==> src/hw/rtl/ffm_pkg.sv <==
`timescale 1ns / 1ps
`default_nettype none
// ----------------------------------------------------------------------------
// ffm_pkg
// Shared types, sizes, codes and fixed-point helpers of the field-aware
// factorization machine engine (signed Q8.24 arithmetic).
// ----------------------------------------------------------------------------
package ffm_pkg;

    localparam int FEATURES  = 1024;
    localparam int FIELDS    = 16;
    localparam int FACTORS   = 4;
    localparam int MAX_NODES = 32;

    localparam int STORE_WORDS = FEATURES * FIELDS * 2 * FACTORS;
    localparam int ADDR_W      = $clog2(STORE_WORDS);
    localparam int D_W         = $clog2(FACTORS);
    localparam int NB_AW       = $clog2(MAX_NODES);
    localparam int CNT_W       = $clog2(MAX_NODES + 1);

    localparam int SIG_TERMS   = 12;

    localparam logic signed [31:0] Q_MAX    = 32'sh7FFF_FFFF;
    localparam logic signed [31:0] CLAMP15  = 32'sd251658240;
    localparam logic signed [31:0] ONE_Q24  = 32'sh0100_0000;
    localparam logic [31:0]        ONE_Q30  = 32'h4000_0000;
    localparam logic [63:0]        TWO_P48  = 64'h0001_0000_0000_0000;
    localparam logic [63:0]        TWO_P54  = 64'h0040_0000_0000_0000;

    localparam logic [10:0] RST_FEAT_LIM = 11'd1024;
    localparam logic [4:0]  RST_FLD_LIM  = 5'd16;
    localparam logic [30:0] RST_STEP     = 31'd1677722;
    localparam logic [30:0] RST_LAMBDA   = 31'd336;

    localparam logic [1:0] CFG_FEAT_LIM = 2'd0;
    localparam logic [1:0] CFG_FLD_LIM  = 2'd1;
    localparam logic [1:0] CFG_STEP     = 2'd2;
    localparam logic [1:0] CFG_LAMBDA   = 2'd3;

    localparam logic [1:0] ST_OK   = 2'd0;
    localparam logic [1:0] ST_DROP = 2'd1;
    localparam logic [1:0] ST_SAT  = 2'd2;

    typedef enum logic [2:0] {
        K_WRITE   = 3'd0,
        K_READ    = 3'd1,
        K_ADD     = 3'd2,
        K_PREDICT = 3'd3,
        K_UPDATE  = 3'd4
    } t_kind;

    typedef enum logic [5:0] {
        S_IDLE, S_EXEC, S_RD_WAIT,
        S_WALK_A, S_WALK_A2, S_WALK_B, S_WALK_B2, S_PV, S_KV,
        S_P_RD1, S_P_RD2, S_P_M1, S_P_M2, S_P_ACC,
        S_U_RD0, S_U_RD1, S_U_RD2, S_U_RD3, S_U_RD4,
        S_U_G1A, S_U_G1B, S_U_G2A, S_U_G2B, S_U_S1, S_U_S2,
        S_U_RS, S_U_SQ, S_U_DV, S_U_RM, S_U_RM2, S_U_RM3,
        S_U_WR0, S_U_WR1, S_U_WR2, S_U_WR3,
        S_SG_INIT, S_SG_T, S_SG_T2, S_SG_DIV, S_SG_SQ, S_SG_SQ2,
        S_SG_DEN, S_SG_FIN,
        S_DONE
    } t_state;

    typedef struct packed {
        logic [19:0]        feat;
        logic [7:0]         fld;
        logic signed [31:0] val;
    } t_node;

    typedef struct packed {
        logic               sat;
        logic signed [31:0] q;
    } t_satq;

    function automatic t_satq sat32(input logic signed [63:0] v);
        t_satq r;
        r.sat = 1'b0;
        r.q   = v[31:0];
        if (v > 64'sd2147483647) begin
            r.sat = 1'b1;
            r.q   = Q_MAX;
        end else if (v < -64'sd2147483648) begin
            r.sat = 1'b1;
            r.q   = 32'sh8000_0000;
        end
        return r;
    endfunction

    function automatic logic signed [63:0] sext32(input logic signed [31:0] v);
        return {{32{v[31]}}, v};
    endfunction

endpackage
`default_nettype wire

==> src/hw/rtl/ffm_mul.sv <==
`timescale 1ns / 1ps
`default_nettype none
// ----------------------------------------------------------------------------
// ffm_mul
// Shared 32x32 signed multiplier with registered product, plus the Q8.24
// floor-and-saturate view of that product.
// ----------------------------------------------------------------------------
module ffm_mul (
    input  wire logic               i_clk,
    input  wire logic signed [31:0] i_a,
    input  wire logic signed [31:0] i_b,
    output logic signed [63:0]      o_prod,
    output ffm_pkg::t_satq          o_res
);
    import ffm_pkg::*;

    logic signed [63:0] r_prod;

    always_ff @(posedge i_clk) begin
        r_prod <= i_a * i_b;
    end

    assign o_prod = r_prod;
    // arithmetic shift is the floor of the Q8.24 product
    assign o_res  = sat32(r_prod >>> 24);

endmodule
`default_nettype wire

==> config.mk <==
export PLATFORM = sky130hd
export DESIGN_NAME = ffm_mul
export DESIGN_NICKNAME = d
export VERILOG_FILES = /design/src/hw/rtl/ffm_pkg.sv /design/src/hw/rtl/ffm_mul.sv
export SDC_FILE = /design/constraint.sdc
export NUM_CORES = 2
export LEC_CHECK = 0
export BUFFER_PORTS_ARGS = -buffer_cell sky130_fd_sc_hd__buf_2
export CORE_ASPECT_RATIO = 0.9
export CORE_UTILIZATION = 45
export DETAILED_ROUTE_END_ITERATION = 8
export GPL_ROUTABILITY_DRIVEN = 0
export PLACE_DENSITY_LB_ADDON = 0.3
export SLEW_MARGIN = 10
export SYNTH_ARGS = -nofsm -noshare
export SYNTH_HDL_FRONTEND = slang
export SYNTH_SLANG_ARGS = --single-unit
==> constraint.sdc <==
create_clock -name i_clk -period 12.2 [get_ports i_clk]
set_input_delay 1.22 -clock i_clk [delete_from_list [all_inputs] [get_ports i_clk]]
set_output_delay 1.22 -clock i_clk [all_outputs]
set_load 0.03 [all_outputs]
=== After elaboration in Yosys (flattened, before gate mapping) ===
Cells that the tools add are included.

* Register bits: 64
* Bits of input ports: 65
* Output and inout bits: 97

* Mux-type cells: 2
* Order comparisons: 2
* $mul: 1

{| class="wikitable"
|+ Operators by type and width
! kind !! number
|-
| 33-bit two-way mux || 2
|-
| 32-bit by 32-bit multiplier with 64-bit output || 1
|-
| 40-bit by 32-bit > comparator with 1-bit output, second input constant || 1
|-
| 40-bit by 32-bit less-than comparator with 1-bit output, second input constant || 1
|}

=== Depth between registers and ports, before layout ===
* Depth after elaboration: 3
* Gate-level depth with buffers: 29

=== Least setup slack after synthesis ===
No wires, ideal clock.

* Kind: in2reg
* Start: input i_a[31]
* End: register r_prod[62] (netlist: o_prod[62])
* Library setup time: 133 ps
* Slack: 3861 ps
* Cell stages on the path: 27
* Arrival time: 8207 ps
* Data required time: 12067 ps
* Cells stage by stage: clkbuf_1 nand2_1 inv_1 fa_1 inv_1 fa_1 inv_1 fa_1 fa_1 inv_1 fa_1 inv_1 fa_1 inv_1 fa_1 inv_1 fa_1 ha_1 a21oi_1 nor2b_1 o21ai_0 nand2b_1 a21o_1 a21oi_1 o21ai_0 a2111oi_0 nor3b_1

* Cells in the longest elaborated chain, start to end: 1

{| class="wikitable"
|+ RTL lines
! what !! RTL line !! source
|-
| from (decl) || ffm_mul.sv:10 || <nowiki>input wire logic signed [31:0] i_a,</nowiki>
|-
| 32-bit by 32-bit multiplier with 64-bit output || ffm_mul.sv:20 || <nowiki>r_prod <= i_a * i_b;</nowiki>
|-
| to (signal assigned) || ffm_mul.sv:20 ||
|-
| to (decl) || ffm_mul.sv:17 || <nowiki>logic signed [63:0] r_prod;</nowiki>
|}

Every way passes these cells.

=== Worst setup path after layout ===
* Start: input i_b[8]
* End: register r_prod[62] (netlist: o_prod[62])

* Cells in the longest elaborated chain, start to end: 1

{| class="wikitable"
|+ RTL lines
! what !! RTL line !! source
|-
| from (decl) || ffm_mul.sv:11 || <nowiki>input wire logic signed [31:0] i_b,</nowiki>
|-
| 32-bit by 32-bit multiplier with 64-bit output || ffm_mul.sv:20 ||
|}

Every way passes these cells.

==> metrics <==
status=finished clean; Cell Rows=100; setup_tns=0 ns; most common cell after layout, fill and taps aside=fa_1; min Tclk post-route=9.414 ns; Synth Flop Type=dfxtp_1; final WL=100500 um; NumNets Final=5270; WHS Endpoint=o_prod[0]; Post-CTS Resized=0; IO Count=162; Worst-Margin Slew=0.9524 ns; core footprint=0.08270 mm^2; Initial Util=0.4543; hold depth=2; Area Overhead vs Synth=5.198%; YS warnings=0; via count=25.99k; mean area per synthesized cell=9.493 um^2; Num CTS Buffers=9; layout cell share with drive strength beyond 1=0.05375; Max stage delay on crit path=0.71 ns; vias in the first global route=28.90k; grt ovf=0; CTS tree=built; die height=276.1 um; # port buffers=161; H-tree depth=3; Most common cell on crit path=fa_1; Post-DP HPWL=81080 um; Slowest cell on crit path=buf_2; Avg WL per Cell=19.84 um; kind of start point of the critical path=input port; maximum fanout along the worst path=32; cell count after synthesis=3958; clock sinks=64; residual DRC count=0; Mapped Nets=5289; commonest cells after routing, fill and taps aside=1082 x fa_1, 973 x inv_1, 518 x and2_1; initial antenna violation count=9; Final Cycle Share=0.7716; max FFs per register=64; required time of the critical path=12.46 ns; crit path DAT=9.68 ns; hold buffers post-CTS=0; Final Setup Violations=0; #FFs+latches synth=64; Post-synth EDFFs=0; Worst path top cell family by delay=adder cells; via density per instance=5.129; Yosys cell types=54; ys async rst share=0; Max Freq=0.1062 GHz; max-cap viol count=0; critical path type=input port to register; Slew headroom=0.3650; Clock Tree Root=clkbuf_16; post-route ant nets=0; Fin. Hold Viols=0; type of the worst min-delay path=input port to register; postcts setup bufs=0; WP buf/inv=5; Die Area=0.08466 mm^2; Die Wd=306.6 um; Final Slew Violations=0; RSZ-0062 raised after global routing=no; area of the mapped netlist=0.03757 mm^2; Tot GR Track Use=0.2553; Starting DRT DRC Count=1590; Seq/Total Area, Yosys=0.03410; Max clock buf depth=2; Detailed Routing Iterations Pass 1=5; pin count of the biggest net entering global routing=33; first-pass GRT wire length=166700 um; CP Capture Type=register; Hold Startpoint=i_b[0]; clk slew on worst S/H paths=0.07 ns
[how the worst max path moves through the flow]
stage / end / cells after the start / slack [ns] / from
2_1_floorplan: o_prod[62] / 27 / 3.86 / i_a[31]
3_3_place_gp: o_prod[54] / 24 / 2.02 / i_b[8]
3_5_place_dp: o_prod[56] / 24 / 1.94 / i_b[8]
4_1_cts: o_prod[54] / 24 / 2.28 / i_b[8]
5_1_grt: o_prod[62] / 25 / 2.39 / i_b[8]
6_report: o_prod[62] / 25 / 2.79 / i_b[8]
[cells in the mapped netlist (all sizes together), types with 2 or more instances]
cell type / instances / area [um^2]
clkbuf: 212 / 795.8
a21o: 54 / 405.4
o211ai: 2 / 15.01
nor3: 5 / 25.02
ha: 184 / 2302
o21bai: 10 / 75.07
fa: 1082 / 21660
nor2: 44 / 165.2
a221o: 2 / 20.02
inv: 973 / 3652
nand2b: 15 / 93.84
and3: 12 / 75.07
a31oi: 8 / 50.05
nor2b: 7 / 43.79
o31a: 2 / 17.52
a211oi: 6 / 50.05
nand4: 17 / 106.4
a21oi: 58 / 301.5
a221oi: 3 / 32.53
dfxtp: 64 / 1281
nand3: 11 / 55.05
a2111oi: 3 / 26.28
a31o: 3 / 26.28
nor4: 3 / 18.77
nor3b: 2 / 15.01
a211o: 3 / 26.28
xnor2: 48 / 420.4
o21a: 9 / 68.82
o21ai: 42 / 214.0
xor2: 24 / 210.2
o41ai: 2 / 25.03
and2: 518 / 3241
nand2: 514 / 1929
a41oi: 3 / 26.28
[per-stage QoR]
step	instance area (um^2)	util	hold WS (ns)	instances	setup WS, ns
final	39530	0.4779	1.457	5067	2.786
after global routing	39520	0.4779	1.475	5066	2.386
after CTS	39510	0.4777	1.436	5065	2.284
after detailed placement	39150	0.4734	1.653	5049	1.943
after global placement	39150	0.4734	1.654	5049	2.016
after floorplan	37570	-	1.347	3958	3.861
[per-layer routing]
metal	wire, um	global-route usage	up-vias
met2	47110	0.4019	886
met4	1946	0.05154	10
met3	8019	0.05419	135
met5	69	0	-
li1	-	-	11230
met1	43400	0.3650	13730
[area by class of cell]
cell class / count / area, um^2
tap: 1122 / 1404
timing repair buffer: 183 / 970.9
clock inverter: 5 / 128.9
sequential: 64 / 1281
multi-input combinational: 2708 / 31850
fill: 7797 / 43180
inverter: 973 / 3652
antenna: 1 / 2.502
clock buffer: 11 / 232.7
[kinds of logic (layout without fill, tap and decap cells)]
| logic type | Yosys count | in the layout | synth area share |
|---|---|---|---|
| flops | 64 | 64 | 0.03410 |
| fa+ha+maj | 1266 | 1266 | 0.6378 |
| xor+xnor | 72 | 72 | 0.01678 |
| compound gates | 219 | 219 | 0.03880 |
| simple gates | 1151 | 1151 | 0.1541 |
| other cells | 0 | 1 | 0 |
| buf+inv | 1186 | 1172 | 0.1185 |
Power is not shown: default switching activity piles up to over one toggle a cycle in this logic, so the estimate is an artifact.
