$ cat config.mk
export PLATFORM = sky130hd
export DESIGN_NAME = ffm_sqrt
export DESIGN_NICKNAME = d
export VERILOG_FILES = /design/src/hw/rtl/ffm_pkg.sv /design/src/hw/rtl/ffm_sqrt.sv
export SDC_FILE = /design/constraint.sdc
export NUM_CORES = 1
export LEC_CHECK = 0
export BUFFER_PORTS_ARGS = -buffer_cell sky130_fd_sc_hd__buf_4
export CORE_MARGIN = 5
export CORE_UTILIZATION = 45
export DETAILED_ROUTE_END_ITERATION = 7
export HOLD_SLACK_MARGIN = 0.08
export SETUP_SLACK_MARGIN = 0.1
export SYNTH_ARGS = -nofsm -noshare
export SYNTH_HDL_FRONTEND = slang
export SYNTH_SLANG_ARGS = --single-unit
$ cat constraint.sdc
create_clock -name i_clk -period 6.8 [get_ports i_clk]
set_clock_uncertainty 0.15 [all_clocks]
set_input_delay 1.02 -clock i_clk [delete_from_list [all_inputs] [get_ports i_clk]]
set_output_delay 1.02 -clock i_clk [all_outputs]
set_load 0.02 [all_outputs]
$ cat src/hw/rtl/ffm_pkg.sv
`timescale 1ns / 1ps
`default_nettype none
// ----------------------------------------------------------------------------
// ffm_pkg
// Shared types, sizes, codes and fixed-point helpers of the field-aware
// factorization machine engine (signed Q8.24 arithmetic).
// ----------------------------------------------------------------------------
package ffm_pkg;

    localparam int FEATURES  = 1024;
    localparam int FIELDS    = 16;
    localparam int FACTORS   = 4;
    localparam int MAX_NODES = 32;

    localparam int STORE_WORDS = FEATURES * FIELDS * 2 * FACTORS;
    localparam int ADDR_W      = $clog2(STORE_WORDS);
    localparam int D_W         = $clog2(FACTORS);
    localparam int NB_AW       = $clog2(MAX_NODES);
    localparam int CNT_W       = $clog2(MAX_NODES + 1);

    localparam int SIG_TERMS   = 12;

    localparam logic signed [31:0] Q_MAX    = 32'sh7FFF_FFFF;
    localparam logic signed [31:0] CLAMP15  = 32'sd251658240;
    localparam logic signed [31:0] ONE_Q24  = 32'sh0100_0000;
    localparam logic [31:0]        ONE_Q30  = 32'h4000_0000;
    localparam logic [63:0]        TWO_P48  = 64'h0001_0000_0000_0000;
    localparam logic [63:0]        TWO_P54  = 64'h0040_0000_0000_0000;

    localparam logic [10:0] RST_FEAT_LIM = 11'd1024;
    localparam logic [4:0]  RST_FLD_LIM  = 5'd16;
    localparam logic [30:0] RST_STEP     = 31'd1677722;
    localparam logic [30:0] RST_LAMBDA   = 31'd336;

    localparam logic [1:0] CFG_FEAT_LIM = 2'd0;
    localparam logic [1:0] CFG_FLD_LIM  = 2'd1;
    localparam logic [1:0] CFG_STEP     = 2'd2;
    localparam logic [1:0] CFG_LAMBDA   = 2'd3;

    localparam logic [1:0] ST_OK   = 2'd0;
    localparam logic [1:0] ST_DROP = 2'd1;
    localparam logic [1:0] ST_SAT  = 2'd2;

    typedef enum logic [2:0] {
        K_WRITE   = 3'd0,
        K_READ    = 3'd1,
        K_ADD     = 3'd2,
        K_PREDICT = 3'd3,
        K_UPDATE  = 3'd4
    } t_kind;

    typedef enum logic [5:0] {
        S_IDLE, S_EXEC, S_RD_WAIT,
        S_WALK_A, S_WALK_A2, S_WALK_B, S_WALK_B2, S_PV, S_KV,
        S_P_RD1, S_P_RD2, S_P_M1, S_P_M2, S_P_ACC,
        S_U_RD0, S_U_RD1, S_U_RD2, S_U_RD3, S_U_RD4,
        S_U_G1A, S_U_G1B, S_U_G2A, S_U_G2B, S_U_S1, S_U_S2,
        S_U_RS, S_U_SQ, S_U_DV, S_U_RM, S_U_RM2, S_U_RM3,
        S_U_WR0, S_U_WR1, S_U_WR2, S_U_WR3,
        S_SG_INIT, S_SG_T, S_SG_T2, S_SG_DIV, S_SG_SQ, S_SG_SQ2,
        S_SG_DEN, S_SG_FIN,
        S_DONE
    } t_state;

    typedef struct packed {
        logic [19:0]        feat;
        logic [7:0]         fld;
        logic signed [31:0] val;
    } t_node;

    typedef struct packed {
        logic               sat;
        logic signed [31:0] q;
    } t_satq;

    function automatic t_satq sat32(input logic signed [63:0] v);
        t_satq r;
        r.sat = 1'b0;
        r.q   = v[31:0];
        if (v > 64'sd2147483647) begin
            r.sat = 1'b1;
            r.q   = Q_MAX;
        end else if (v < -64'sd2147483648) begin
            r.sat = 1'b1;
            r.q   = 32'sh8000_0000;
        end
        return r;
    endfunction

    function automatic logic signed [63:0] sext32(input logic signed [31:0] v);
        return {{32{v[31]}}, v};
    endfunction

endpackage
`default_nettype wire

$ cat src/hw/rtl/ffm_sqrt.sv
`timescale 1ns / 1ps
`default_nettype none
// ----------------------------------------------------------------------------
// ffm_sqrt
// Integer square root of a 64-bit value, floor, two radicand bits per cycle.
// ----------------------------------------------------------------------------
module ffm_sqrt (
    input  wire logic        i_clk,
    input  wire logic        i_rst_n,
    input  wire logic        i_start,
    input  wire logic [63:0] i_rad,
    output logic             o_done,
    output logic [31:0]      o_root
);
    import ffm_pkg::*;

    logic        r_busy;
    logic        r_done;
    logic [4:0]  r_cnt;
    logic [63:0] r_n;
    logic [63:0] r_res;
    logic [63:0] r_bit;
    logic [63:0] trial;
    logic        ge;

    assign trial = r_res + r_bit;
    assign ge    = r_n >= trial;

    always_ff @(posedge i_clk) begin
        if (!i_rst_n) begin
            r_busy <= 1'b0;
            r_done <= 1'b0;
            r_cnt  <= '0;
        end else begin
            r_done <= 1'b0;
            if (i_start) begin
                r_busy <= 1'b1;
                r_cnt  <= '0;
            end else if (r_busy) begin
                r_cnt <= r_cnt + 5'd1;
                if (r_cnt == 5'd31) begin
                    r_busy <= 1'b0;
                    r_done <= 1'b1;
                end
            end
        end
    end

    always_ff @(posedge i_clk) begin
        if (i_start) begin
            r_n   <= i_rad;
            r_res <= '0;
            r_bit <= 64'h4000_0000_0000_0000;
        end else if (r_busy) begin
            if (ge) begin
                r_n   <= r_n - trial;
                r_res <= (r_res >> 1) + r_bit;
            end else begin
                r_res <= r_res >> 1;
            end
            r_bit <= r_bit >> 2;
        end
    end

    assign o_done = r_done;
    assign o_root = r_res[31:0];

endmodule
`default_nettype wire

# After elaboration in Yosys (flattened, before gate mapping)
# Index checks and enable logic that the tools add are counted.
# W data, S select, Z words.
# totals
register_bits,167
latch_bits,0
ramBits,0
romBits,0
in_bits,67
output_inout_bits,33
wordCells,27
mem_count,0
# classes
n_addsub,4
multipliers,0
div_mod_pow,0
n_lt_le_gt_ge,1
eq_ne,1
n_shift,0
muxes,8
n_bitwise,2
n_reduce_logical,5
# op_table
cell,n
$mux W64,4
$add A63 B63 Y64,1
$add A64 B63 Y64,1
$ge A64 B64 Y1,1
$sub A64 B64 Y64,1
$add A5 B1 Y5 const B,1
$eq A5 B5 Y1 const B,1
$mux W1,4
$reduce_bool A2 Y1,2
$reduce_or A3 Y1,1
$not A1 Y1,2
$reduce_and A2 Y1,1
$reduce_or A2 Y1,1

# Logic depth before layout (Yosys ltp)
# logic_depth
depth_word,5
ltp_mapped,26
mapped_depth_nobuf,23

# Worst setup path before layout
# Ideal clock, no wire load.
# synth_timing
path_kind,reg-to-reg
startpoint,reg r_res[2]
endpoint,"reg r_n[0], enable pin"
arrival_time_ns,5.539
required_ns,5.960
path_slack_ns,0.421
path_stages_with_launch,22
cell_sequence,dfxtp_1 -> ha_1 -> a31o_2 -> a31oi_4 -> o21ai_2 -> a311oi_2 -> o31ai_2 -> a311o_1 -> nand2_1 -> and4bb_1 -> o41ai_2 -> xor2_1 -> ha_1 -> a21o_1 -> a21o_1 -> a21oi_1 -> o21ai_0 -> a221oi_2 -> nand2_1 -> buf_2 -> nand2_1 -> nand2_1
# synth_between
elab_chain_len,4
# synth_rtl
item,line_no,source
from (decl),ffm_sqrt.sv:21,logic [63:0] r_res;
from (signal assigned),ffm_sqrt.sv:57,r_res <= (r_res >> 1) + r_bit;
from (signal assigned),ffm_sqrt.sv:59,r_res <= r_res >> 1;
$add A64 B63 Y64,ffm_sqrt.sv:26,assign trial = r_res + r_bit;
$ge A64 B64 Y1,ffm_sqrt.sv:27,assign ge = r_n >= trial;
$reduce_bool A2 Y1 (no source line),--,
$reduce_and A2 Y1 (no source line),--,
to (signal assigned),ffm_sqrt.sv:51,r_n <= i_rad;
to (signal assigned),ffm_sqrt.sv:56,r_n <= r_n - trial;
to (decl),ffm_sqrt.sv:20,logic [63:0] r_n;
# No other way between the ends.
# A chain may end at the register's enable or synchronous reset.

# Final worst setup path
# layout_timing
startpoint,reg r_res[0]
endpoint,reg r_res[35]
# layout_between
elab_chain_len,3
# layout_rtl
item,line_no,source
$add A64 B63 Y64,ffm_sqrt.sv:26,
$ge A64 B64 Y1,ffm_sqrt.sv:27,
$mux W64,ffm_sqrt.sv:55,if (ge) begin
# No other way between the ends.

==> parameters.txt <==
Parameter                              Value

Worst setup path
  Critical path class ... register to register
  Kind of end point of the critical path ... register
  Worst Path Max Fanout ... 62
  Startpoint kind of the worst setup timing path ... register
  R2R Path End ... r_res[35]
  Critical Path AT ... 6.51 ns
  Path depth of the worst reg2reg path ... 21
  Critical path data required time ... 7.00 ns
  Worst reg2reg startpoint ... r_res[0]
  Register-to-Register Setup Slack ... 0.49 ns

Die
  FP Rows ... 68
  Horiz. Die Dim ... 198 um
  Vert. Die Dim ... 198 um
  Initial Utilization ... 45.7%
  DIE AREA ... 39000 um2
  Top-level I/O count ... 100
  Floorplan Core Area ... 34600 um2

Power
  P_leak ... 6.65 nW
  Clock power share ... 19.1%
  Net switching component of the power ... 2.43 mW
  Total internal power ... 3.12 mW
  Reg power frac ... 27.1%
  Maximum ir drop on the vdd rail ... 0.000189 V
  PD cells ... 321 nW/um2
  Logic pwr share ... 53.8%
  Switching share of power ... 43.7%

Routing
  Post-detailed-route count of antenna-violating nets ... 0
  Number of vias in the routed layout ... 14888
  Routed wire length ... 47800 um
  DRC violations left ... 0
  Number of optimization iterations in the first detailed-route pass ... 8
  WL per Instance ... 19.3 um
  Iteration-0 DRC Markers ... 1175
  Average via count per standard cell ... 6.01

Finish
  Commonest cells after routing, fill and taps aside ... sky130_fd_sc_hd__nand2_1, sky130_fd_sc_hd__nor2_1, sky130_fd_sc_hd__o21ai_0, sky130_fd_sc_hd__a21oi_1, sky130_fd_sc_hd__ha_1
  Most frequent standard cell in the layout excluding fill and tap cells ... sky130_fd_sc_hd__nand2_1
  Non-filler instance count after layout ... 2479
  Area of all placed cells without fillers ... 17300 um2
  Share of post-route cells with drive strength above 1 ... 10.1%
  Number of antenna repair diodes ... 0
  Post-layout nets ... 2212
  Area growth, synth to finish ... 9.09%
  Post-route core utilization ... 49.9%

CTS
  Number of setup buffers added after CTS ... 0
  Cts repair resizes ... 0
  CTS tree ... yes
  Clock Pin Slew Worst Setup and Hold Paths ... 0.07 ns
  CTS max path bufs ... 2
  Worst skew pair latency ... 0.46 ns
  Clock tree root buffer cell ... sky130_fd_sc_hd__clkbuf_16
  H-tree Lvls ... 4
  CTS Hold Bufs ... 0
  Number of buffers created by CTS ... 17
  Clk sink count ... 167

Yosys
  Synthesized netlist net count ... 2221
  Arithmetic-cell share of the synthesized area counting full adders, half adders and majority gates ... 10.6%
  Number of register bits inferred by synthesis ... 167
  Proportion of synthesized chip area in sequential cells ... 25.2%
  Dominant combinational cell family by area after synthesis ... compound AO/OA/AOI/OAI gates
  Most instantiated flip-flop cell in the synthesis netlist ... sky130_fd_sc_hd__dfxtp_1
  Post-synthesis simple-gate area fraction ... 18.8%
  Mapped Cells ... 2021
  Count of flip-flops with a built-in enable after synthesis ... 64
  Warnings, synthesis ... 0
  Complex-gate fraction of the synthesized area ... 28.7%
  Yosys cell types ... 86
  Multiplexer area fraction after synthesis ... 3.28%
  Average instance area after synthesis ... 7.84 um2
  Share of synthesized flip-flops with an asynchronous set or reset ... 0%
  Post-synthesis share of cell area spent on xor and xnor gates ... 8.24%
  Post-synthesis instance area ... 15800 um2

Placed design
  Number of buffers inserted by port buffering ... 99
  Global placer's final weighted congestion ... 0.960
  Placement Cell Area ... 16700 um2
  Number of cells after detailed placement ... 2448
  Minimum setup slack after placement ... 0.492 ns
  HPWL after detailed placement ... 36400 um

Timing
  Post-layout minimum cycle time ... 6.31 ns
  Final worst path period share ... 92.7%
  TNS Setup ... 0 ns
  Number of setup violations in the final report ... 0
  Actual slew at the worst max-slew pin ... 0.983 ns
  Timing-limited maximum frequency ... 0.159 GHz
  Final-report max-slew violation count ... 0
  Final number of hold-violating endpoints ... 0
  Setup repair after global routing missed its margin ... no
  Worst slew slack as a fraction of its limit ... 34.5%
  Final setup margin ... 0.493 ns

Job
  Max-cap viol count ... 0

GRT
  Global-route congestion overflow total ... 0
  Vias in the first global route ... 14127
  Initial antenna violation count ... 0
  Global-route usage over all layers ... 23.9%
  Wire length of the first global-routing pass ... 75700 um
  Largest net degree at the start of global routing ... 174

Hold path
  Hold Startpoint ... r_cnt[4]
  Worst Hold End ... r_cnt[4]
  Min-Delay Path Depth ... 2
  HP Class ... register to register

Status
  Outcome ... completed
==> synthesized netlist by cell type, drive strengths merged (19+ instances only) <==
master | n | area share, %
a21o | 55 | 2.6
o21ai | 165 | 5.3
xor2 | 66 | 3.7
a211oi | 26 | 1.2
clkbuf | 93 | 2.2
nand2 | 254 | 6.0
inv | 34 | 0.81
nor2 | 206 | 4.9
o31ai | 21 | 1.2
a31oi | 65 | 2.7
buf | 52 | 2.2
or3 | 25 | 0.99
ha | 132 | 10
a31o | 21 | 1.2
a21oi | 141 | 4.6
nand4 | 37 | 1.5
a311oi | 38 | 2.2
nor3 | 20 | 0.66
o21bai | 39 | 1.9
nand3 | 30 | 0.95
xnor2 | 83 | 4.6
dfxtp | 103 | 13
and2 | 19 | 0.75
edfxtp | 64 | 12
mux2i | 44 | 2.8
==> power by group through the flow <==
stage	combinational [mW]	clock (mW)	sequential, mW
2_1_floorplan	2.30	0	1.41
3_3_place_gp	2.93	0	1.52
3_5_place_dp	2.94	0	1.51
4_1_cts	2.96	1.08	1.50
5_1_grt	3.30	1.12	1.52
6_report	2.99	1.06	1.50
==> registers in the layout, summed over array words and instances (netlist names) <==
name	count
r_n	64
r_res	64
r_bit	32
r_cnt	5
o_done	1
r_busy	1
==> cell families after synthesis <==
logic type,count (synthesis)
compound gates,679
simple gates,662
buf+inv,180
flops,167
xor+xnor,149
fa+ha+maj,133
mux,51
==> layer usage <==
metal	vias to the layer above	wire, um	track usage (%)
met5	-	0	0
met4	0	990	6.35
met3	53	2700	4.30
met2	363	21500	38.0
met1	7027	22700	33.6
li1	7445	-	-
==> final cells by class <==
cell class                 instances  area, um2
inverter                          35        131
clock inverter                     5       80.1
fill                            3407      17400
timing repair buffer             117        932
multi-input combinational       1674      11000
tap                              455        569
clock buffer                      26        543
sequential                       167       3990
==> worst max-delay path: stages, from the launching register on <==
cell	delay (ns)
sky130_fd_sc_hd__dfxtp_1	0.36
sky130_fd_sc_hd__ha_1	0.18
sky130_fd_sc_hd__ha_1	0.19
sky130_fd_sc_hd__a21o_1	0.16
sky130_fd_sc_hd__a31o_2	0.18
sky130_fd_sc_hd__a31oi_1	0.11
sky130_fd_sc_hd__o21ai_1	0.37
sky130_fd_sc_hd__a31oi_1	0.25
sky130_fd_sc_hd__a21oi_1	0.29
sky130_fd_sc_hd__o21ai_1	0.15
sky130_fd_sc_hd__a211oi_1	0.57
sky130_fd_sc_hd__mux2i_1	0.15
sky130_fd_sc_hd__a211o_1	0.33
sky130_fd_sc_hd__ha_1	0.41
sky130_fd_sc_hd__nand4_1	0.26
sky130_fd_sc_hd__or3_1	0.47
sky130_fd_sc_hd__nor3_2	0.26
sky130_fd_sc_hd__o211ai_2	0.23
sky130_fd_sc_hd__and2_2	0.27
sky130_fd_sc_hd__buf_12	0.20
sky130_fd_sc_hd__or3_1	0.36
sky130_fd_sc_hd__a311oi_1	0.28
==> how the worst max path moves through the flow <==
stage	startpoint	cells after the start	to
after floorplan	r_res[2]	21	r_n[0]
after global placement	r_res[0]	21	r_res[35]
after detailed placement	r_res[0]	21	r_res[35]
after CTS	r_res[0]	21	r_res[35]
after global routing	r_res[0]	21	r_res[35]
final	r_res[0]	21	r_res[35]
==> stage by stage <==
stage                     power [mW]  hold slack [ns]
after global routing            5.94            0.396
after floorplan                 3.71            0.317
after global placement          4.45            0.333
final                           5.55            0.355
after detailed placement        4.45            0.353
after CTS                       5.54            0.369
Power figures use the tool's default switching activity.
