### src/hw/rtl/ffm_pkg.sv
`timescale 1ns / 1ps
`default_nettype none
// ----------------------------------------------------------------------------
// ffm_pkg
// Shared types, sizes, codes and fixed-point helpers of the field-aware
// factorization machine engine (signed Q8.24 arithmetic).
// ----------------------------------------------------------------------------
package ffm_pkg;

    localparam int FEATURES  = 1024;
    localparam int FIELDS    = 16;
    localparam int FACTORS   = 4;
    localparam int MAX_NODES = 32;

    localparam int STORE_WORDS = FEATURES * FIELDS * 2 * FACTORS;
    localparam int ADDR_W      = $clog2(STORE_WORDS);
    localparam int D_W         = $clog2(FACTORS);
    localparam int NB_AW       = $clog2(MAX_NODES);
    localparam int CNT_W       = $clog2(MAX_NODES + 1);

    localparam int SIG_TERMS   = 12;

    localparam logic signed [31:0] Q_MAX    = 32'sh7FFF_FFFF;
    localparam logic signed [31:0] CLAMP15  = 32'sd251658240;
    localparam logic signed [31:0] ONE_Q24  = 32'sh0100_0000;
    localparam logic [31:0]        ONE_Q30  = 32'h4000_0000;
    localparam logic [63:0]        TWO_P48  = 64'h0001_0000_0000_0000;
    localparam logic [63:0]        TWO_P54  = 64'h0040_0000_0000_0000;

    localparam logic [10:0] RST_FEAT_LIM = 11'd1024;
    localparam logic [4:0]  RST_FLD_LIM  = 5'd16;
    localparam logic [30:0] RST_STEP     = 31'd1677722;
    localparam logic [30:0] RST_LAMBDA   = 31'd336;

    localparam logic [1:0] CFG_FEAT_LIM = 2'd0;
    localparam logic [1:0] CFG_FLD_LIM  = 2'd1;
    localparam logic [1:0] CFG_STEP     = 2'd2;
    localparam logic [1:0] CFG_LAMBDA   = 2'd3;

    localparam logic [1:0] ST_OK   = 2'd0;
    localparam logic [1:0] ST_DROP = 2'd1;
    localparam logic [1:0] ST_SAT  = 2'd2;

    typedef enum logic [2:0] {
        K_WRITE   = 3'd0,
        K_READ    = 3'd1,
        K_ADD     = 3'd2,
        K_PREDICT = 3'd3,
        K_UPDATE  = 3'd4
    } t_kind;

    typedef enum logic [5:0] {
        S_IDLE, S_EXEC, S_RD_WAIT,
        S_WALK_A, S_WALK_A2, S_WALK_B, S_WALK_B2, S_PV, S_KV,
        S_P_RD1, S_P_RD2, S_P_M1, S_P_M2, S_P_ACC,
        S_U_RD0, S_U_RD1, S_U_RD2, S_U_RD3, S_U_RD4,
        S_U_G1A, S_U_G1B, S_U_G2A, S_U_G2B, S_U_S1, S_U_S2,
        S_U_RS, S_U_SQ, S_U_DV, S_U_RM, S_U_RM2, S_U_RM3,
        S_U_WR0, S_U_WR1, S_U_WR2, S_U_WR3,
        S_SG_INIT, S_SG_T, S_SG_T2, S_SG_DIV, S_SG_SQ, S_SG_SQ2,
        S_SG_DEN, S_SG_FIN,
        S_DONE
    } t_state;

    typedef struct packed {
        logic [19:0]        feat;
        logic [7:0]         fld;
        logic signed [31:0] val;
    } t_node;

    typedef struct packed {
        logic               sat;
        logic signed [31:0] q;
    } t_satq;

    function automatic t_satq sat32(input logic signed [63:0] v);
        t_satq r;
        r.sat = 1'b0;
        r.q   = v[31:0];
        if (v > 64'sd2147483647) begin
            r.sat = 1'b1;
            r.q   = Q_MAX;
        end else if (v < -64'sd2147483648) begin
            r.sat = 1'b1;
            r.q   = 32'sh8000_0000;
        end
        return r;
    endfunction

    function automatic logic signed [63:0] sext32(input logic signed [31:0] v);
        return {{32{v[31]}}, v};
    endfunction

endpackage
`default_nettype wire

### src/hw/rtl/ffm_div.sv
`timescale 1ns / 1ps
`default_nettype none
// ----------------------------------------------------------------------------
// ffm_div
// Unsigned 64 by 32 bit restoring divider, one quotient bit per cycle.
// ----------------------------------------------------------------------------
module ffm_div (
    input  wire logic        i_clk,
    input  wire logic        i_rst_n,
    input  wire logic        i_start,
    input  wire logic [63:0] i_dividend,
    input  wire logic [31:0] i_divisor,
    output logic             o_done,
    output logic [63:0]      o_quot
);
    import ffm_pkg::*;

    logic        r_busy;
    logic        r_done;
    logic [5:0]  r_cnt;
    logic [32:0] r_rem;
    logic [63:0] r_quo;
    logic [31:0] r_div;
    logic [32:0] rem_sh;
    logic        fit;

    assign rem_sh = {r_rem[31:0], r_quo[63]};
    assign fit    = rem_sh >= {1'b0, r_div};

    always_ff @(posedge i_clk) begin
        if (!i_rst_n) begin
            r_busy <= 1'b0;
            r_done <= 1'b0;
            r_cnt  <= '0;
        end else begin
            r_done <= 1'b0;
            if (i_start) begin
                r_busy <= 1'b1;
                r_cnt  <= '0;
            end else if (r_busy) begin
                r_cnt <= r_cnt + 6'd1;
                if (r_cnt == 6'd63) begin
                    r_busy <= 1'b0;
                    r_done <= 1'b1;
                end
            end
        end
    end

    always_ff @(posedge i_clk) begin
        if (i_start) begin
            r_rem <= '0;
            r_quo <= i_dividend;
            r_div <= i_divisor;
        end else if (r_busy) begin
            r_rem <= fit ? (rem_sh - {1'b0, r_div}) : rem_sh;
            r_quo <= {r_quo[62:0], fit};
        end
    end

    assign o_done = r_done;
    assign o_quot = r_quo;

endmodule
`default_nettype wire

### config.mk
export PLATFORM = sky130hd
export DESIGN_NAME = ffm_div
export DESIGN_NICKNAME = d
export VERILOG_FILES = /design/src/hw/rtl/ffm_pkg.sv /design/src/hw/rtl/ffm_div.sv
export SDC_FILE = /design/constraint.sdc
export NUM_CORES = 1
export LEC_CHECK = 0
export BUFFER_PORTS_ARGS = -buffer_cell sky130_fd_sc_hd__clkbuf_2
export CAP_MARGIN = 20
export CORE_UTILIZATION = 33
export CTS_CLUSTER_DIAMETER = 50
export DETAILED_ROUTE_END_ITERATION = 10
export MAX_ROUTING_LAYER = met4
export PLACE_DENSITY = 0.61
export SYNTH_ARGS = -nofsm -noshare
export SYNTH_HDL_FRONTEND = slang
export SYNTH_SLANG_ARGS = --single-unit
### constraint.sdc
create_clock -name i_clk -period 4.3 [get_ports i_clk]
set_clock_uncertainty 0.05 [all_clocks]
set_input_delay 1.29 -clock i_clk [delete_from_list [all_inputs] [get_ports i_clk]]
set_output_delay 1.29 -clock i_clk [all_outputs]
set_load 0.03 [all_outputs]
# Word level (Yosys, flattened, before mapping)
# Index checks and enable logic that the tools add are counted.
classes:
  n_addsub: 2
  bitwise_logic: 2
  n_reduce_logical: 3
  muxes: 7
  n_eq_ne: 1
  magnitude_cmp: 1
ops:
  columns: ["op", "n"]
  rows:
  - ["$mux 64", 2]
  - ["$ge 33x32->1", 1]
  - ["$mux 32", 1]
  - ["$sub 32x32->32", 1]
  - ["$add 6x1->6 const B", 1]
  - ["$eq 6x6->1 const B", 1]
  - ["$mux 1", 4]
  - ["$reduce_or 3->1", 1]
  - ["$not 1->1", 2]
  - ["$reduce_bool 2->1", 1]
  - ["$reduce_or 2->1", 1]
word_totals:
  word_cells: 22
  reg_bits: 136

# Logic depth before layout (Yosys ltp)
# Gate-level depths: netlist of the first run.
logic_depth:
  word_depth: 4
  ltp_mapped: 12
  mapped_depth_nobuf: 11

# Worst setup path after synthesis of the first run
# No wires, ideal clock.
synth_timing:
  path_kind: "input-to-reg"
  startpoint: "input i_start"
  endpoint: "register r_quo[0] (netlist: o_quot[0]), enable pin"
  arrival_time_ns: 2.782
  path_slack_ns: 1.050
  required_time_ns: 3.832
  cell_stages: 3
  path_buffers: 1
  cell_sequence: "nor2_1 > clkbuf_1 > inv_1"
synth_via:
  elab_chain_cells: 1
synth_lines:
  columns: ["item", "line", "source"]
  rows:
  - ["from (decl)", "ffm_div.sv:10", "input wire logic i_start,"]
  - ["$reduce_bool 2->1 (no line)", null, null]
  - ["to (signal assigned)", "ffm_div.sv:53", "r_quo <= i_dividend;"]
  - ["to (signal assigned)", "ffm_div.sv:57", "r_quo <= {r_quo[62:0], fit};"]
  - ["to (decl)", "ffm_div.sv:22", "logic [63:0] r_quo;"]
# No other way between the ends.
# A chain may end at the register's enable or synchronous reset.

# Worst setup path after layout of the first run
layout_timing:
  startpoint: "register r_div[16]"
  endpoint: "register r_quo[0] (netlist: o_quot[0]), data pin"
layout_via:
  elab_chain_cells: 3
layout_lines:
  columns: ["item", "line", "source"]
  rows:
  - ["from (decl)", "ffm_div.sv:23", "logic [31:0] r_div;"]
  - ["from (signal assigned)", "ffm_div.sv:54", "r_div <= i_divisor;"]
  - ["$ge 33x32->1", "ffm_div.sv:28", "assign fit = rem_sh >= {1'b0, r_div};"]
  - ["$mux 64", "ffm_div.sv:55", "end else if (r_busy) begin"]
  - ["$mux 64", "ffm_div.sv:51", "if (i_start) begin"]
# No other way between the ends. The select of a mux whose other input is x is not followed.

==> results of run 1 <==
-- worst paths after layout --
check | slack (ps) | endpoint | from
setup / recovery | 1080 | o_quot[0] | r_div[16]
hold / removal | 450 | o_done | r_cnt[5]
hold reg to reg | 450 | o_done | r_cnt[5]
setup reg to reg | 1080 | o_quot[0] | r_div[16]
-- cells by family after synthesis --
logic type	after synthesis	synth area share (%)
adder cells (fa/ha/maj)	34	5.63
flip-flops	136	47.9
buffers and inverters	85	4.93
XOR/XNOR	28	3.19
AND/OR/NAND/NOR	190	12.1
AO/OA/AOI/OAI	176	16.3
multiplexers	68	9.90
-- layer usage --
metal  vias to the layer above  share of wire [%]  wire length [um]  GRT usage [%]
li1                       2978                  -                 -              -
met5                         -                  0                 0              -
met1                      2861                 45              9190           22.5
met2                       220                 47              9540           28.6
met3                        22                6.7              1370           4.71
met4                         0                1.5               308           6.32
-- power by group --
group	internal (W)	total [W]	switching [W]
logic	0.000328	0.000870	0.000542
registers	0.00154	0.00161	0.0000704
clock network	0.000823	0.00149	0.000664
total	0.00269	0.00397	0.00128
-- tightest hold or removal path: stages (launching register included) --
cell,delay [ps]
dfxtp_1,330
nand2_1,70
nor4_1,50
-- area by class of cell --
type,instances,area share [%]
flip-flops and latches,136,39.6
multi-input cells,496,39.0
repair buffers,169,9.68
clock buffers,17,4.57
well taps,285,3.83
inverters,42,1.69
clock inverters,15,1.68
-- Yosys cell counts (all sizes together) (3+ instances only) --
cell	n	area (um2)
nand2b	4	25.0
a41oi	4	35.0
o21bai	7	63.8
inv	42	158
xnor2	16	140
nor3	9	50.1
nand2	44	168
a21boi	6	45.0
a211oi	5	37.5
nor4	4	31.3
o211ai	4	35.0
clkbuf	23	86.3
o21ai	43	234
or2	4	25.0
a21oi	36	191
nand4	15	100
dfxtp	40	801
and2	3	18.8
nor2b	4	25.0
o22ai	5	31.3
edfxtp	96	2880
o21a	7	60.1
ha	33	413
a31oi	4	31.3
or3	5	36.3
buf	20	135
mux2i	4	40.0
nor2	56	210
mux2	64	721
o31ai	4	43.8
xor2	12	105
a311oi	21	184
nand3	31	155
and3	5	36.3
a21o	12	90.1
a2111oi	3	33.8
-- flip-flops by register name, summed over array words and instances, names as in the netlist --
register / cells
r_cnt: 6
o_done: 1
r_busy: 1
o_quot: 64
r_div: 32
r_rem: 32
-- through the flow --
| stage | hold WS (ps) | instances | setup slack, ps |
|---|---|---|---|
| after floorplan | 395 | 717 | 1050 |
| after global placement | 425 | 1128 | 1080 |
| after detailed placement | 436 | 1128 | 1100 |
| after CTS | 445 | 1160 | 1080 |
| after global routing | 459 | 1160 | 868 |
| final | 448 | 1160 | 1080 |
==> impl_metrics.env, run 1 <==
export IMPL_cpLargestDelayFamily="compound AO/OA/AOI/OAI gates"
export IMPL_drtAntennaViolNets=0
export IMPL_critical_path_buf_inv_count=1
export IMPL_routed_wl_um=20400
export IMPL_layout_drive_gt1_share_pct=33.1
export IMPL_outcome="complete, no violations"
export IMPL_synthesis_area_mm2=0.00768
export IMPL_dr_first_iter_drc_count=268
export IMPL_clkLatencyLatePin_ps=430
export IMPL_fin_tns_setup_ps=0
export IMPL_worst_r2r_cell_count=10
export IMPL_cts_tree="done"
export IMPL_synth_edf_count=96
export IMPL_pin_count=164
export IMPL_syn_nets=850
export IMPL_synthArstFlopShare_pct=0
export IMPL_cp_depth=10
export IMPL_finalCritPeriodShare_pct=74.8
export IMPL_synthDistinctLibCells=73
export IMPL_diodes=0
export IMPL_max_freq_mhz=311
export IMPL_grt_usage_pct=18.2
export IMPL_die_h_um=155
export IMPL_fillers=2246
export IMPL_hold_viol_final=0
export IMPL_synthFlopType="edfxtp_1"
export IMPL_wire_per_inst_um=17.6
export IMPL_via_per_inst=5.24
export IMPL_final_cell_area_mm2=0.00931
export IMPL_power_w=0.00397
export IMPL_min_period_ps=3220
export IMPL_gp_congestion=0.866
export IMPL_synth_avg_cell_area_um2=10.7
export IMPL_final_common_cell="clkbuf_2"
export IMPL_cts_made_buffers=17
export IMPL_slowest_delay_ps=680
export IMPL_path_cells="inv_1, ha_1, a21oi_1, o21ai_2, nor3_2, nand3_1, and3_4, o21ai_4, nand2_1, mux2_2"
export IMPL_mostFrequentLayoutCells="clkbuf_2 (162), edfxtp_1 (96), mux2_2 (64)"
export IMPL_die_area_mm2=0.0239
export IMPL_seqCellArea_mm2=0.00368
export IMPL_fin_util_pct=41.0
export IMPL_htree_levels=4
export IMPL_rows=55
export IMPL_cp_required_ps=4440
export IMPL_vias=6081
export IMPL_tightest_slew_ps=922
export IMPL_antenna_found_initial=0
export IMPL_cts_resized=0
export IMPL_cap_violations=0
export IMPL_post_cts_buffers=0
export IMPL_fin_nets=995
export IMPL_hold_buffers=0
export IMPL_grt_pass1_vias=6144
export IMPL_clkTransAtPathRegs_ps=70
export IMPL_drv_slew=0
export IMPL_portBuffers=163
export IMPL_hold_class="reg2reg"
export IMPL_power_leakage_nw=3.84
export IMPL_start_util_pct=33.8
export IMPL_drt_pass1_iter_count=5
export IMPL_holdPathStages=2
export IMPL_grt_overflow=0
export IMPL_path_class="reg2reg"
export IMPL_die_x_um=155
export IMPL_end_kind="flop"
export IMPL_p_per_area_mw_per_mm2=426
export IMPL_multi_input_area_mm2=0.00363
export IMPL_synthToLayoutAreaGrowth_pct=21.2
export IMPL_hpwl_um=14500
export IMPL_worstPathMaxFanout=25
export IMPL_yosys_register_bits=136
export IMPL_crit_slowest_cell="o21ai_4"
export IMPL_root_buffer="clkbuf_16"
export IMPL_setup_viol=0
export IMPL_grt_pass1_wl_um=32500
export IMPL_cp_arrival_ps=3360
export IMPL_post_dp_cell_area_mm2=0.00873
export IMPL_core_mm2=0.0227
export IMPL_max_slew_margin_pct=38.3
export IMPL_syn_inst=717
export IMPL_clockBufferDepth=2
export IMPL_drcViolationCount=0
export IMPL_synth_yosys_seq_area_share_pct=47.9
export IMPL_cts_sinks=136
export IMPL_start_kind="flop"
export IMPL_rsz0062_at_grt="no"
export IMPL_synth_warnings=0
export IMPL_ir_drop_uv=230
export IMPL_grt_max_degree=87
Note: power is estimated with default switching activity, not from simulation.
==> inputs of run 2 (changes only) <==
--- a/config.mk
+++ b/config.mk
@@ -11,7 +11,7 @@
 export CTS_CLUSTER_DIAMETER = 50
 export DETAILED_ROUTE_END_ITERATION = 10
 export MAX_ROUTING_LAYER = met4
-export PLACE_DENSITY = 0.61
+export PLACE_DENSITY = 0.63
 export SYNTH_ARGS = -nofsm -noshare
 export SYNTH_HDL_FRONTEND = slang
 export SYNTH_SLANG_ARGS = --single-unit
==> constraint.sdc (replaced) <==
create_clock -name i_clk -period 2.8 [get_ports i_clk]
set_clock_uncertainty 0.05 [all_clocks]
set_input_delay 0.84 -clock i_clk [delete_from_list [all_inputs] [get_ports i_clk]]
set_output_delay 0.84 -clock i_clk [all_outputs]
set_load 0.03 [all_outputs]
==> run 2 against run 1 <==
Compared with the run above: sequential share of layout area shrank 3.2 points; total power grew 59%; count of clock-buffer cells in the layout is the same; global-route usage grew 0.49 points; combinational power grew 79%; utilization grew 3.6 points; die area is the same; hold slack lost 22 ps; critical path depth grew 1; critical path type unchanged; largest cell class is now multi-input gates.
==> impl_metrics.env, run 2 (synthesis gave the netlist of run 1 again) <==
export IMPL_cts_sinks=136
export IMPL_cts_made_buffers=17
export IMPL_outcome="complete, no violations"
export IMPL_pin_count=164
export IMPL_drv_slew=0
export IMPL_vias=6377
export IMPL_wire_per_inst_um=17.7
export IMPL_gp_congestion=0.915
export IMPL_finalCritPeriodShare_pct=97.4
export IMPL_dp_cells=1179
export IMPL_worstPathMaxFanout=6
export IMPL_cts_tree="done"
export IMPL_grt_usage_pct=18.7
export IMPL_p_seq_share_pct=39.2
export IMPL_tightest_slew_ps=1110
export IMPL_setup_viol=0
export IMPL_end_kind="flop"
export IMPL_clkTransAtPathRegs_ps=70
export IMPL_grt_pass1_vias=6381
export IMPL_diodes=0
export IMPL_clkLatencyLatePin_ps=430
export IMPL_portBuffers=163
export IMPL_switching_share_pct=32.1
export IMPL_start_util_pct=33.8
export IMPL_grt_max_degree=53
export IMPL_drcViolationCount=0
export IMPL_rows=55
export IMPL_stdcell_count=1225
export IMPL_htree_levels=4
export IMPL_start_kind="flop"
export IMPL_largest_reg_flops=64
export IMPL_max_freq_mhz=367
export IMPL_die_area_mm2=0.0239
export IMPL_antenna_found_initial=0
export IMPL_combPwrFrac_pct=24.8
export IMPL_holdWs_ps=425
export IMPL_ir_drop_uv=346
export IMPL_synthToLayoutAreaGrowth_pct=31.8
export IMPL_hold_class="reg2reg"
export IMPL_rsz0062_at_grt="yes"
export IMPL_p_sw_w=0.00202
export IMPL_mostFrequentLayoutCells="clkbuf_2 (162), edfxtp_1 (96), mux2_2 (64), buf_4 (64), nor2_1 (54)"
export IMPL_final_common_cell="clkbuf_2"
export IMPL_die_h_um=155
export IMPL_grt_overflow=0
export IMPL_cap_violations=0
export IMPL_drt_pass1_iter_count=4
export IMPL_core_mm2=0.0227
export IMPL_power_frac_clock_pct=36.0
export IMPL_path_class="reg2reg"
export IMPL_fin_nets=1060
export IMPL_drtAntennaViolNets=0
export IMPL_clockBufferDepth=2
export IMPL_layout_drive_gt1_share_pct=42.2
export IMPL_p_int_w=0.00428
export IMPL_root_buffer="clkbuf_16"
export IMPL_hold_viol_final=0
export IMPL_grt_pass1_wl_um=33600
export IMPL_cp_required_ps=3070
export IMPL_routed_wl_um=21700
export IMPL_hpwl_um=15900
export IMPL_max_slew_margin_pct=25.6
export IMPL_min_period_ps=2730
export IMPL_cp_arrival_ps=3000
export IMPL_via_per_inst=5.21
export IMPL_die_x_um=155
export IMPL_power_leakage_nw=4.19
export IMPL_fin_util_pct=44.6
export IMPL_p_per_area_mw_per_mm2=622
export IMPL_dr_first_iter_drc_count=295
==> run 2: changes by cell type in the layout (fill, tap and decap cells not counted), moves of 4 or more <==
| cell | before | now |
|---|---|---|
| buf_4 | 4 | 64 |
| ha_1 | 33 | 20 |
| ha_4 | 0 | 11 |
| nand3_1 | 31 | 26 |
| nand3_2 | 0 | 5 |
| a21oi_1 | 33 | 29 |
| a21oi_2 | 3 | 7 |
| a311oi_1 | 21 | 17 |
| a311oi_2 | 0 | 4 |
==> run 2: worst max-delay path, stage by stage, from the launching register on <==
cell      delay [ps]
edfxtp_1         360
inv_1            100
ha_4             220
nand4_1          230
nor4_4            80
a21oi_2          120
o21ai_1           70
a221o_1          410
o21a_4           270
buf_6            140
or3_4            320
a32o_1           240
==> run 2: power by group through the flow <==
stage	clock network [W]	logic, W	registers [W]
final	0.00227	0.00156	0.00247
after global routing	0.00239	0.00169	0.00249
after CTS	0.00233	0.00146	0.00246
after detailed placement	0	0.00145	0.00250
after global placement	0	0.00144	0.00250
after floorplan	0	0.000779	0.00268
==> run 2: what timing repair did <==
action                     CTS  global route
setup endpoints to repair   14            33
setup buffers                6            10
gates resized for setup      2            54
hold endpoints to repair     0             0
hold buffers                 0             0
pin swaps                    4            16
==> run 2: final cells by class <==
type / instances / area [um2]
clock buffers: 17 / 425
clock inverters: 15 / 153
fillers: 2193 / 12600
inverters: 42 / 158
multi-input cells: 496 / 3920
flip-flops and latches: 136 / 3680
well taps: 285 / 357
repair buffers: 234 / 1430
==> run 2: worst paths after layout <==
check                 start        end  slack [ps]  cells past startpoint
setup / recovery  r_div[22]  r_rem[21]          70                     11
hold / removal     r_cnt[5]     o_done         430                      2
hold reg to reg    r_cnt[5]     o_done         430                      2
setup reg to reg  r_div[22]  r_rem[21]          70                     11
==> run 2: metal layers <==
layer / track usage, % / part of all wire, % / vias to the layer above
li1: - / - / 3108
met1: 22.5 / 44 / 3030
met2: 30.7 / 48 / 217
met3: 4.85 / 6.2 / 22
met4: 5.37 / 1.4 / 0
met5: - / 0 / -
==> run 2: through the flow <==
step	total power (W)	cell area, um2	setup WS [ps]	setup TNS [ps]
after floorplan	0.00346	7680	0.351	0
after global placement	0.00394	9130	-35.4	-35.4
after detailed placement	0.00395	9130	-48.9	-250
after CTS	0.00626	9760	-4.15	-4.15
after global routing	0.00656	10100	-26.4	-72.2
final	0.00630	10100	72.5	0
